`src/rtl/dcsli_pkg.sv`:
```
// ----------------------------------------------------------------------------
// dcsli_pkg
// Shared constants, register indexes and control types for the dual-channel
// slope leaky integrator.
// ----------------------------------------------------------------------------
package dcsli_pkg;

    // Default sample and fraction widths.
    localparam int SAMPLE_BITS_DEF = 16;
    localparam int FRAC_BITS_DEF   = 8;

    // Gain registers are unsigned Q0.8, so every gain product shifts by eight.
    localparam int GAIN_W     = 8;
    localparam int GAIN_SHIFT = 8;

    // The clamp limit is given in whole units.
    localparam int CLAMP_W = 10;

    // Configuration port geometry.
    localparam int CFG_IDX_W  = 2;
    localparam int CFG_DATA_W = 10;

    // Register indexes.
    localparam logic [CFG_IDX_W-1:0] CFG_RATE_GAIN   = 2'd0;
    localparam logic [CFG_IDX_W-1:0] CFG_DECAY_GAIN  = 2'd1;
    localparam logic [CFG_IDX_W-1:0] CFG_CLAMP_LIMIT = 2'd2;

    // Register reset values.
    localparam logic [GAIN_W-1:0]  RATE_GAIN_RST   = 8'd46;
    localparam logic [GAIN_W-1:0]  DECAY_GAIN_RST  = 8'd230;
    localparam logic [CLAMP_W-1:0] CLAMP_LIMIT_RST = 10'd300;

    // Commands from the controller to the channel datapaths.
    typedef struct packed {
        logic load;       // capture the input beat
        logic slope_mul;  // multiply slope error by rate gain
        logic slope_upd;  // fold the product into the slope
        logic level_mul;  // multiply level plus slope by decay gain
        logic level_upd;  // clamp and store the new level
    } dcsli_cmd_t;

    // Status seen by the controller.
    typedef struct packed {
        logic in_valid;   // an input beat is offered
        logic out_busy;   // the previous result has not been taken
    } dcsli_status_t;

endpackage

```
`src/rtl/dual_channel_slope_leaky_integrator.sv`:
```
// ----------------------------------------------------------------------------
// dual_channel_slope_leaky_integrator
// Smoothed-slope leaky integrator for an infrared and a red optical channel.
// ----------------------------------------------------------------------------
// Steps per beat: capture, slope product, slope update, decay product and level
// update; m_tvalid rises once the level is stored. Each channel's single
// multiplier serves the slope, then the decay product, each one registered.
// A stalled result holds the last step until taken; only idle takes a new beat.
// Reset (aresetn low, synchronous) zeroes previous samples, slopes, levels, and
// loads the register defaults: rate gain 46, decay gain 230, clamp limit 300.
// ----------------------------------------------------------------------------
module dual_channel_slope_leaky_integrator #(
    parameter  int SAMPLE_BITS = dcsli_pkg::SAMPLE_BITS_DEF,
    parameter  int FRAC_BITS   = dcsli_pkg::FRAC_BITS_DEF,
    localparam int LEVEL_W     = dcsli_pkg::CLAMP_W + FRAC_BITS + 1,
    localparam int IN_DATA_W   = ((2 * SAMPLE_BITS + 7) / 8) * 8,
    localparam int OUT_DATA_W  = ((2 * LEVEL_W + 7) / 8) * 8
) (
    input  logic                                aclk,
    input  logic                                aresetn,

    // Input beats.
    input  logic                                s_tvalid,
    output logic                                s_tready,
    input  logic [IN_DATA_W-1:0]                s_tdata,   // infrared_raw, red_raw
    input  logic                                s_tuser,   // sample_valid

    // Result beats.
    output logic                                m_tvalid,
    input  logic                                m_tready,
    output logic [OUT_DATA_W-1:0]               m_tdata,   // infrared_level, red_level

    // Configuration writes.
    input  logic                                cfg_valid,
    output logic                                cfg_ready,
    input  logic [dcsli_pkg::CFG_IDX_W-1:0]     cfg_index,
    input  logic [dcsli_pkg::CFG_DATA_W-1:0]    cfg_data
);
    import dcsli_pkg::*;

    logic [GAIN_W-1:0]          rate_gain_reg;
    logic [GAIN_W-1:0]          decay_gain_reg;
    logic [CLAMP_W-1:0]         clamp_limit_reg;
    logic                       m_tvalid_reg;
    dcsli_status_t              status;
    dcsli_cmd_t                 cmd;
    logic signed [LEVEL_W-1:0]  ir_level;
    logic signed [LEVEL_W-1:0]  red_level;

    // Configuration registers; writes are always taken.
    assign cfg_ready = 1'b1;

    always_ff @(posedge aclk) begin
        if (!aresetn) begin
            rate_gain_reg   <= RATE_GAIN_RST;
            decay_gain_reg  <= DECAY_GAIN_RST;
            clamp_limit_reg <= CLAMP_LIMIT_RST;
        end else if (cfg_valid) begin
            unique case (cfg_index)
                CFG_RATE_GAIN:   rate_gain_reg   <= cfg_data[GAIN_W-1:0];
                CFG_DECAY_GAIN:  decay_gain_reg  <= cfg_data[GAIN_W-1:0];
                CFG_CLAMP_LIMIT: clamp_limit_reg <= cfg_data[CLAMP_W-1:0];
                default: ;
            endcase
        end
    end

    // Controller.
    assign status.in_valid = s_tvalid;
    assign status.out_busy = m_tvalid_reg && !m_tready;

    dcsli_ctrl u_ctrl (
        .aclk     (aclk),
        .aresetn  (aresetn),
        .status   (status),
        .in_ready (s_tready),
        .cmd      (cmd)
    );

    // Channel datapaths.
    dcsli_chan #(
        .SAMPLE_BITS (SAMPLE_BITS),
        .FRAC_BITS   (FRAC_BITS)
    ) u_chan_ir (
        .aclk        (aclk),
        .aresetn     (aresetn),
        .cmd         (cmd),
        .fresh_in    (s_tuser),
        .sample_in   (s_tdata[SAMPLE_BITS-1:0]),
        .rate_gain   (rate_gain_reg),
        .decay_gain  (decay_gain_reg),
        .clamp_limit (clamp_limit_reg),
        .level       (ir_level)
    );

    dcsli_chan #(
        .SAMPLE_BITS (SAMPLE_BITS),
        .FRAC_BITS   (FRAC_BITS)
    ) u_chan_red (
        .aclk        (aclk),
        .aresetn     (aresetn),
        .cmd         (cmd),
        .fresh_in    (s_tuser),
        .sample_in   (s_tdata[2*SAMPLE_BITS-1:SAMPLE_BITS]),
        .rate_gain   (rate_gain_reg),
        .decay_gain  (decay_gain_reg),
        .clamp_limit (clamp_limit_reg),
        .level       (red_level)
    );

    // Result beat valid. The level registers hold the data until the beat is taken.
    always_ff @(posedge aclk) begin
        if (!aresetn) begin
            m_tvalid_reg <= 1'b0;
        end else if (cmd.level_upd) begin
            m_tvalid_reg <= 1'b1;
        end else if (m_tready) begin
            m_tvalid_reg <= 1'b0;
        end
    end

    assign m_tvalid = m_tvalid_reg;

    // Pack the result beat.
    always_comb begin
        m_tdata                        = '0;
        m_tdata[LEVEL_W-1:0]           = ir_level;
        m_tdata[2*LEVEL_W-1:LEVEL_W]   = red_level;
    end

    // Only one beat is in work at a time.
    a_one_in_flight: assert property (@(posedge aclk) disable iff (!aresetn)
        (s_tvalid && s_tready) |=> !s_tready)
        else $error("dcsli: input taken while a beat is in work");

    // A finished level always shows up as a result beat.
    a_result_shown: assert property (@(posedge aclk) disable iff (!aresetn)
        cmd.level_upd |=> m_tvalid)
        else $error("dcsli: level stored without a result beat");

    // A pending result is never overwritten.
    a_no_overwrite: assert property (@(posedge aclk) disable iff (!aresetn)
        (m_tvalid && !m_tready) |-> !cmd.level_upd)
        else $error("dcsli: level updated while result still pending");

endmodule

```
`src/rtl/dcsli_ctrl.sv`:
```
// ----------------------------------------------------------------------------
// dcsli_ctrl
// Sequencer that steps both channel datapaths through the slope and level
// products of one tick.
// ----------------------------------------------------------------------------
module dcsli_ctrl (
    input  logic                     aclk,
    input  logic                     aresetn,
    input  dcsli_pkg::dcsli_status_t status,
    output logic                     in_ready,
    output dcsli_pkg::dcsli_cmd_t    cmd
);
    import dcsli_pkg::*;

    typedef enum logic [2:0] {
        ST_IDLE,
        ST_SLOPE_MUL,
        ST_SLOPE_UPD,
        ST_LEVEL_MUL,
        ST_LEVEL_UPD
    } state_t;

    state_t state_reg;
    state_t state_next;

    // Next-state logic.
    always_comb begin
        state_next = state_reg;
        unique case (state_reg)
            ST_IDLE: begin
                if (status.in_valid) begin
                    state_next = ST_SLOPE_MUL;
                end
            end
            ST_SLOPE_MUL: state_next = ST_SLOPE_UPD;
            ST_SLOPE_UPD: state_next = ST_LEVEL_MUL;
            ST_LEVEL_MUL: state_next = ST_LEVEL_UPD;
            ST_LEVEL_UPD: begin
                if (!status.out_busy) begin
                    state_next = ST_IDLE;
                end
            end
            default: state_next = ST_IDLE;
        endcase
    end

    // State register.
    always_ff @(posedge aclk) begin
        if (!aresetn) begin
            state_reg <= ST_IDLE;
        end else begin
            state_reg <= state_next;
        end
    end

    // Command decode. The level is stored only once the output side is free.
    always_comb begin
        in_ready      = (state_reg == ST_IDLE);
        cmd.load      = (state_reg == ST_IDLE) && status.in_valid;
        cmd.slope_mul = (state_reg == ST_SLOPE_MUL);
        cmd.slope_upd = (state_reg == ST_SLOPE_UPD);
        cmd.level_mul = (state_reg == ST_LEVEL_MUL);
        cmd.level_upd = (state_reg == ST_LEVEL_UPD) && !status.out_busy;
    end

    // At most one datapath step is commanded in any cycle.
    a_cmd_onehot: assert property (@(posedge aclk) disable iff (!aresetn)
        $onehot0({cmd.load, cmd.slope_mul, cmd.slope_upd, cmd.level_mul, cmd.level_upd}))
        else $error("dcsli_ctrl: more than one datapath command active");

endmodule

```
`src/rtl/dcsli_chan.sv`:
```
// ----------------------------------------------------------------------------
// dcsli_chan
// Datapath of one channel: stored sample, slope estimate and clamped level,
// with one multiplier shared by the slope and decay products.
// ----------------------------------------------------------------------------
module dcsli_chan #(
    parameter  int SAMPLE_BITS = dcsli_pkg::SAMPLE_BITS_DEF,
    parameter  int FRAC_BITS   = dcsli_pkg::FRAC_BITS_DEF,
    localparam int LEVEL_W     = dcsli_pkg::CLAMP_W + FRAC_BITS + 1
) (
    input  logic                                aclk,
    input  logic                                aresetn,
    input  dcsli_pkg::dcsli_cmd_t               cmd,
    input  logic                                fresh_in,
    input  logic [SAMPLE_BITS-1:0]              sample_in,
    input  logic [dcsli_pkg::GAIN_W-1:0]        rate_gain,
    input  logic [dcsli_pkg::GAIN_W-1:0]        decay_gain,
    input  logic [dcsli_pkg::CLAMP_W-1:0]       clamp_limit,
    output logic signed [LEVEL_W-1:0]           level
);
    import dcsli_pkg::*;

    localparam int SLOPE_W = SAMPLE_BITS + FRAC_BITS + 2;
    localparam int DIFF_W  = SAMPLE_BITS + 1;
    localparam int OPND_W  = ((SLOPE_W > LEVEL_W) ? SLOPE_W : LEVEL_W) + 1;
    localparam int PROD_W  = OPND_W + GAIN_W + 1;
    localparam int SHR_W   = PROD_W - GAIN_SHIFT;
    localparam int LIM_PAD = SHR_W - CLAMP_W - FRAC_BITS;

    logic [SAMPLE_BITS-1:0]     smp_reg;
    logic                       fresh_reg;
    logic [SAMPLE_BITS-1:0]     prev_reg;
    logic signed [SLOPE_W-1:0]  slope_reg;
    logic signed [SLOPE_W-1:0]  slope_next;
    logic signed [LEVEL_W-1:0]  accum_reg;
    logic signed [LEVEL_W-1:0]  accum_next;
    logic signed [PROD_W-1:0]   prod_reg;
    logic signed [PROD_W-1:0]   prod_next;

    logic signed [DIFF_W-1:0]   diff;
    logic signed [OPND_W-1:0]   target;
    logic signed [OPND_W-1:0]   slope_ext;
    logic signed [OPND_W-1:0]   accum_ext;
    logic signed [OPND_W-1:0]   opnd;
    logic [GAIN_W-1:0]          gain_sel;
    logic signed [GAIN_W:0]     gain_s;
    logic signed [SHR_W-1:0]    shr;
    logic signed [SHR_W-1:0]    slope_sum;
    logic signed [SHR_W-1:0]    lim_pos;
    logic signed [SHR_W-1:0]    lim_neg;
    logic signed [SHR_W-1:0]    lvl_clamped;
    logic                       slope_hold;

    // Operand selection for the shared multiplier: slope error or level plus slope.
    always_comb begin
        diff      = $signed({1'b0, smp_reg}) - $signed({1'b0, prev_reg});
        target    = $signed({{(OPND_W - DIFF_W){diff[DIFF_W-1]}}, diff}) <<< FRAC_BITS;
        slope_ext = $signed({{(OPND_W - SLOPE_W){slope_reg[SLOPE_W-1]}}, slope_reg});
        accum_ext = $signed({{(OPND_W - LEVEL_W){accum_reg[LEVEL_W-1]}}, accum_reg});
        if (cmd.level_mul) begin
            opnd     = accum_ext + slope_ext;
            gain_sel = decay_gain;
        end else begin
            opnd     = target - slope_ext;
            gain_sel = rate_gain;
        end
        gain_s    = $signed({1'b0, gain_sel});
        prod_next = PROD_W'(opnd) * PROD_W'(gain_s);
    end

    // Floor of the registered product over 256, then slope and level updates.
    always_comb begin
        shr        = $signed(prod_reg[PROD_W-1:GAIN_SHIFT]);
        slope_sum  = $signed({{(SHR_W - SLOPE_W){slope_reg[SLOPE_W-1]}}, slope_reg}) + shr;
        slope_hold = !fresh_reg || (smp_reg == prev_reg);
        slope_next = slope_hold ? slope_reg : slope_sum[SLOPE_W-1:0];

        lim_pos = $signed({{LIM_PAD{1'b0}}, clamp_limit, {FRAC_BITS{1'b0}}});
        lim_neg = -lim_pos;
        if (shr > lim_pos) begin
            lvl_clamped = lim_pos;
        end else if (shr < lim_neg) begin
            lvl_clamped = lim_neg;
        end else begin
            lvl_clamped = shr;
        end
        accum_next = lvl_clamped[LEVEL_W-1:0];
    end

    // Beat capture and product register.
    always_ff @(posedge aclk) begin
        if (cmd.load) begin
            smp_reg   <= sample_in;
            fresh_reg <= fresh_in;
        end
        if (cmd.slope_mul || cmd.level_mul) begin
            prod_reg <= prod_next;
        end
    end

    // Channel state.
    always_ff @(posedge aclk) begin
        if (!aresetn) begin
            prev_reg  <= '0;
            slope_reg <= '0;
            accum_reg <= '0;
        end else begin
            if (cmd.slope_upd) begin
                slope_reg <= slope_next;
                if (fresh_reg) begin
                    prev_reg <= smp_reg;
                end
            end
            if (cmd.level_upd) begin
                accum_reg <= accum_next;
            end
        end
    end

    assign level = accum_reg;

    // A tick without a changed fresh sample leaves the slope alone.
    a_slope_held: assert property (@(posedge aclk) disable iff (!aresetn)
        (cmd.slope_upd && slope_hold) |=> $stable(slope_reg))
        else $error("dcsli_chan: slope changed without a new sample");

    // The stored sample moves only in the slope update step.
    a_prev_step: assert property (@(posedge aclk) disable iff (!aresetn)
        !cmd.slope_upd |=> $stable(prev_reg))
        else $error("dcsli_chan: stored sample changed outside its update step");

endmodule
```
`config.mk`:
```
export PLATFORM = sky130hd
export DESIGN_NAME = dual_channel_slope_leaky_integrator
export DESIGN_NICKNAME = d
export VERILOG_FILES = /design/src/rtl/dcsli_pkg.sv /design/src/rtl/dual_channel_slope_leaky_integrator.sv /design/src/rtl/dcsli_ctrl.sv /design/src/rtl/dcsli_chan.sv
export SDC_FILE = /design/constraint.sdc
export NUM_CORES = 2
export LEC_CHECK = 0
export BUFFER_PORTS_ARGS = -buffer_cell sky130_fd_sc_hd__buf_4
export CAP_MARGIN = 20
export CORE_UTILIZATION = 47
export DETAILED_ROUTE_END_ITERATION = 10
export GPL_TIMING_DRIVEN = 1
export SLEW_MARGIN = 20
export SYNTH_ARGS = -nofsm -noshare
export SYNTH_HDL_FRONTEND = slang
export SYNTH_SLANG_ARGS = --single-unit
```
`constraint.sdc`:
```
create_clock -name aclk -period 12 [get_ports aclk]
set_input_delay 1.8 -clock aclk [delete_from_list [all_inputs] [get_ports aclk]]
set_output_delay 1.8 -clock aclk [all_outputs]
set_load 0.1 [all_outputs]
```
# Yosys cells after proc, flatten, opt, wreduce, memory -nomap -nowiden
# Cells that the tools add are included.
# W data, S select, Z words.
[word_totals]
elab_cells = 74
ff_bits = 257
output_inout_bits = 43
input_bits = 50
[classes]
magnitude_cmp = 4
n_addsub = 9
mux = 12
reduce_logical = 19
n_eq_ne = 10
n_bitwise = 2
n_mul = 2
[ops]
columns = ["op", "n"]
rows = [
  ["$mux W19", 4],
  ["$mul A27 B9 Y36", 2],
  ["$gt A28 B19 Y1", 2],
  ["$lt A28 B28 Y1", 2],
  ["$add A19 B26 Y27", 2],
  ["$mux W27", 2],
  ["$sub A25 B26 Y27", 2],
  ["$add A26 B26 Y26", 2],
  ["$sub A16 B16 Y17", 2],
  ["$eq A16 B16 Y1", 2],
  ["$neg A18 Y28", 1],
  ["$pmux W3 S5", 1],
  ["$reduce_and A2 Y1", 7],
  ["$mux W8", 1],
  ["$eq A3 B2 Y1 const B", 2],
  ["$mux W3", 2],
  ["$ne A2 B2 Y1 const B", 2],
  ["$eq A3 B1 Y1 const B", 1],
  ["$eq A3 B3 Y1 const B", 1],
  ["$logic_and A1 B1 Y1", 3],
  ["$logic_not A1 Y1", 3],
  ["$logic_not A3 Y1", 1],
  ["$logic_or A1 B1 Y1", 3],
  ["$eq A2 B1 Y1 const B", 1],
  ["other kinds (5)", 7],
]

# Logic depth before layout (Yosys ltp)
[logic_depth]
word_depth = 5
mapped_depth = 40
ltp_nobuf = 40

# Cells and area by module
# From an unflattened synthesis, not the netlist that was laid out.
[hier_totals]
cells_unflattened = 4177
area_unflattened_um2 = 34586.9
[by_module_without_submodules]
columns = ["mod", "instances", "seq_area_each_um2", "area_per_inst_um2", "cells_each"]
rows = [
  ["dcsli_chan (u_chan_red)", 1, 2572.5, 16653.5, 2047],
  ["dcsli_chan (u_chan_ir)", 1, 2572.5, 16651.0, 2001],
  ["dual_channel_slope_leaky_integrator", 1, 540.5, 1111.1, 111],
  ["dcsli_ctrl", 1, 60.1, 171.4, 18],
]

# Worst setup path after synthesis
# Ideal clock, no wire load.
[synth_timing]
path_kind = "reg2reg"
startpoint = "register u_chan_red.smp_reg[0]"
endpoint = "register u_chan_red.prod_reg[32] (data pin)"
period_less_slack_ps = 8241
path_stages_with_launch = 37
required_time_ps = 11805
arrival_ps = 8046
setup_slack_ps = 3759
setup_ps = 195
n_path_buf = 0
cell_sequence = "edfxtp_1 > inv_1 > ha_1 > fa_1 > nor2b_1 > o21ai_0 > a21boi_0 > o21ai_0 > a21boi_0 > o21ai_0 > nand2_1 > xor2_1 > ha_1 > nor2b_1 > a311o_2 > a211o_1 > o311a_4 > nor2_1 > xnor2_1 > mux2_2 > nand2_1 > fa_1 > inv_1 > fa_1 > fa_1 > inv_1 > fa_1 > inv_1 > ha_1 > a21o_1 > a21o_1 > a21oi_1 > nand3_1 > a211o_1 > nand3_1 > or4b_2 > o311ai_0"
[synth_via]
elab_chain_cells = 4
[synth_rtl]
columns = ["item", "line_no", "source"]
rows = [
  ["from (decl)", "dcsli_chan.sv:30", "logic [SAMPLE_BITS-1:0] smp_reg;"],
  ["from (signal assigned)", "dcsli_chan.sv:93", "smp_reg <= sample_in;"],
  ["$sub A16 B16 Y17", "dcsli_chan.sv:56", "diff = $signed({1'b0, smp_reg}) - $signed({1'b0, prev_reg});"],
  ["$sub A25 B26 Y27", "dcsli_chan.sv:64", "opnd = target - slope_ext;"],
  ["$mux W27", "dcsli_chan.sv:60", "if (cmd.level_mul) begin"],
  ["$mul A27 B9 Y36", "dcsli_chan.sv:68", "prod_next = PROD_W'(opnd) * PROD_W'(gain_s);"],
  ["via u_chan_red.prod_next[32]", "dcsli_chan.sv:38", "logic signed [PROD_W-1:0] prod_next;"],
  ["to (signal assigned)", "dcsli_chan.sv:97", "prod_reg <= prod_next;"],
  ["to (decl)", "dcsli_chan.sv:37", "logic signed [PROD_W-1:0] prod_reg;"],
]
# The timed path passes the listed nets, and every way through them passes these cells.
# A chain may end at the register's enable or synchronous reset.

# Final worst setup path
# Same ends and word-level chain as after synthesis.

==> metrics.txt <==
Core Rows 97; met1 WL about 46000 µm; Tmin final approximately 9.4 ns; Die ar. roughly 73000 µm²; Crit-path slowest cell or4b_2; Req. time, crit path 12.33 ns; FF-to-FF Start u_chan_red.smp_reg[0]$_DFFE_PP_; Reg area 5715 µm²; Clock Tree Buf Depth 3; H-tree depth 2; final WL 105000 µm; largest net degree at the start of global routing 69; share of flip-flops with an asynchronous set or reset 0%; starting density of the core 47.74%; clk root buf clkbuf_16; f_max 106.0 MHz; die height 269.4 µm; Top Ports 93; DRC 0; post-synthesis cell count 4049; endpoints failing setup 0; most area-consuming cells after synthesis fa_1, ha_1, dfxtp_1, edfxtp_1, inv_1; Reg2Reg Capture Point u_chan_red.prod_reg[32]$_DFFE_PP_; multi-input combinational cell area around 25000 µm²; skew final approximately 0.023 ns; setup slack, reg-to-reg 2.56 ns; via count slightly below 30000; Overflow after GRT 0; CP startpoint kind register; Hold EP u_chan_ir.prev_reg[9]$_SDFFE_PN0P_; RD Place Congestion 0.9543; EDFF count, synth between 80 and 90; number of gates resized after cts 0; Syn Area/Cell approximately 8.3 µm²; DRT antenna net count 0; DR WL met2 48710 µm; CTS Buf Count 34; Setup TNS 0 ns; synth warn 0; Max FO, Critical Path 6; arrival time at the worst endpoint 9.77 ns; Top delay family on crit path compound AO/OA/AOI/OAI gates; initial detailed-routing violation count 1999; Tot GR Track Use 28.93%; Syn Std Cell Area about 34000 µm²; core footprint approximately 70000 µm²; met3 WL approximately 5500 µm; CTS clk-pin slew, worst paths 0.05 ns; most frequent cells after synthesis inv_1, nor2_1, nand2_1; post-synth top area cell fa_1; sequential fraction of the synthesis area ~17%; status complete, no violations; synthesized flop and latch total approximately 240; Clk Latency, worst-skew pair 0.55 ns; Synth Flop Type dfxtp_1; first-pass GRT wire length 164400 µm; count leader, synth inv_1; number of fill cells 6890; port bufs 89; Worst Setup End Kind register; Worst Max-Slew Pin Slew 1.086 ns; max-cap violation count 0; Routed WL per cell roughly 21 µm; WHS 0.4525 ns; Yosys cell types 95; fin nets 4839; die span in x 269.4 µm; # Post-CTS Setup Buffers 0; Synth top area share 20.20%; number of global-route vias before repair 28735; Final Hold Viols 0; CP Class reg -> reg; unrepaired setup endpoints after global routing false; share of layout cells above drive strength 1 6.800%; reg2reg path depth 37; worst hold path depth 2; Slew headroom 27.58%; final core utilization 51.81%; dpl hpwl a little over 80000 µm; hold_sp u_chan_ir.prev_reg[9]$_SDFFE_PN0P_; TritonCTS clock tree built; Area Growth Syn to Fin 8.537%; Final Max Tran Viols 0; Top Metal Used met4; DR pass1 iterations 7; hold buffer count at CTS 0; min-delay worst type reg -> reg; Avg Vias per Cell about 5.8; initial antenna violation count 1; Final Cycle Share approximately four fifths; clock sinks 241; Buf+Inv Stages, Crit Path 5; n_diodes 0; slowest cell delay on critical path 0.58 ns
==> worst max-delay path by stage <==
stage / from / endpoint / slack [ns] / cells past startpoint
2_1_floorplan: u_chan_red.smp_reg[0]$_DFFE_PP_ / u_chan_red.prod_reg[32]$_DFFE_PP_ / 3.76 / 36
3_3_place_gp: u_chan_red.prev_reg[1]$_SDFFE_PN0P_ / u_chan_red.prod_reg[32]$_DFFE_PP_ / 2.81 / 36
3_5_place_dp: u_chan_red.smp_reg[0]$_DFFE_PP_ / u_chan_red.prod_reg[32]$_DFFE_PP_ / 2.64 / 37
4_1_cts: u_chan_red.smp_reg[0]$_DFFE_PP_ / u_chan_red.prod_reg[32]$_DFFE_PP_ / 2.62 / 37
5_1_grt: u_chan_red.prev_reg[1]$_SDFFE_PN0P_ / u_chan_red.prod_reg[32]$_DFFE_PP_ / 1.92 / 37
6_report: u_chan_red.smp_reg[0]$_DFFE_PP_ / u_chan_red.prod_reg[32]$_DFFE_PP_ / 2.56 / 37
==> final cells by class <==
| class | instances | share of cell area [%] |
|---|---|---|
| Multi-Input combinational cell | 3098 | 69.42 |
| Sequential cell | 241 | 15.67 |
| Inverter | 573 | 5.904 |
| Tap cell | 940 | 3.225 |
| Timing Repair Buffer | 131 | 2.696 |
| Clock buffer | 46 | 2.655 |
| Clock inverter | 14 | 0.4322 |
==> cell usage in the layout, fill, tap and decap left out, types with 57 or more instances in the layout <==
master	n
inv_1	572
nor2_1	395
nand2_1	391
ha_1	371
fa_1	339
a21oi_1	263
dfxtp_1	152
o21ai_0	135
buf_4	131
xnor2_1	130
edfxtp_1	89
a21o_1	82
nand3_1	81
nor3_1	74
nand2b_1	69
xor2_1	57
==> routing by layer <==
layer  vias up  track usage, %
li1      13730               -
met1     14210           38.16
met2       857           47.98
met3       228           3.268
met4         0           12.40
met5         -               0
==> through the flow <==
stage,cell area [µm²],worst slack [ns],std cells
after floorplan,33610,3.759,4050
after global placement,35340,2.815,4983
after detailed placement,35350,2.641,4983
after CTS,36470,2.623,5043
after global routing,36470,1.921,5043
final,36470,2.565,5043
==> worst reg2reg max path: cells and delay by family, from the launching register on <==
family          cells  cell delay (ns)
compound gates     16             3.57
fa+ha+maj           8             3.33
simple gates        7             1.52
flops               1             0.34
buf+inv             5             0.29
xor+xnor            1             0.17
==> cells by family after synthesis <==
| group | count (synthesis) | share of synthesized area (%) |
|---|---|---|
| xor gates and xnor gates | 188 | 4.922 |
| DFF | 241 | 17.01 |
| other | 2 | 0.02235 |
| buffers and inverters | 711 | 7.990 |
| AOI/OAI and AO/OA | 847 | 16.43 |
| and+or+nand+nor | 1303 | 18.21 |
| muxes | 47 | 1.411 |
| adders and majority gates | 710 | 34.01 |
Power is left out: the tool's default activity adds up to more than one toggle a clock period on the data nets, which glitch-free logic cannot reach.
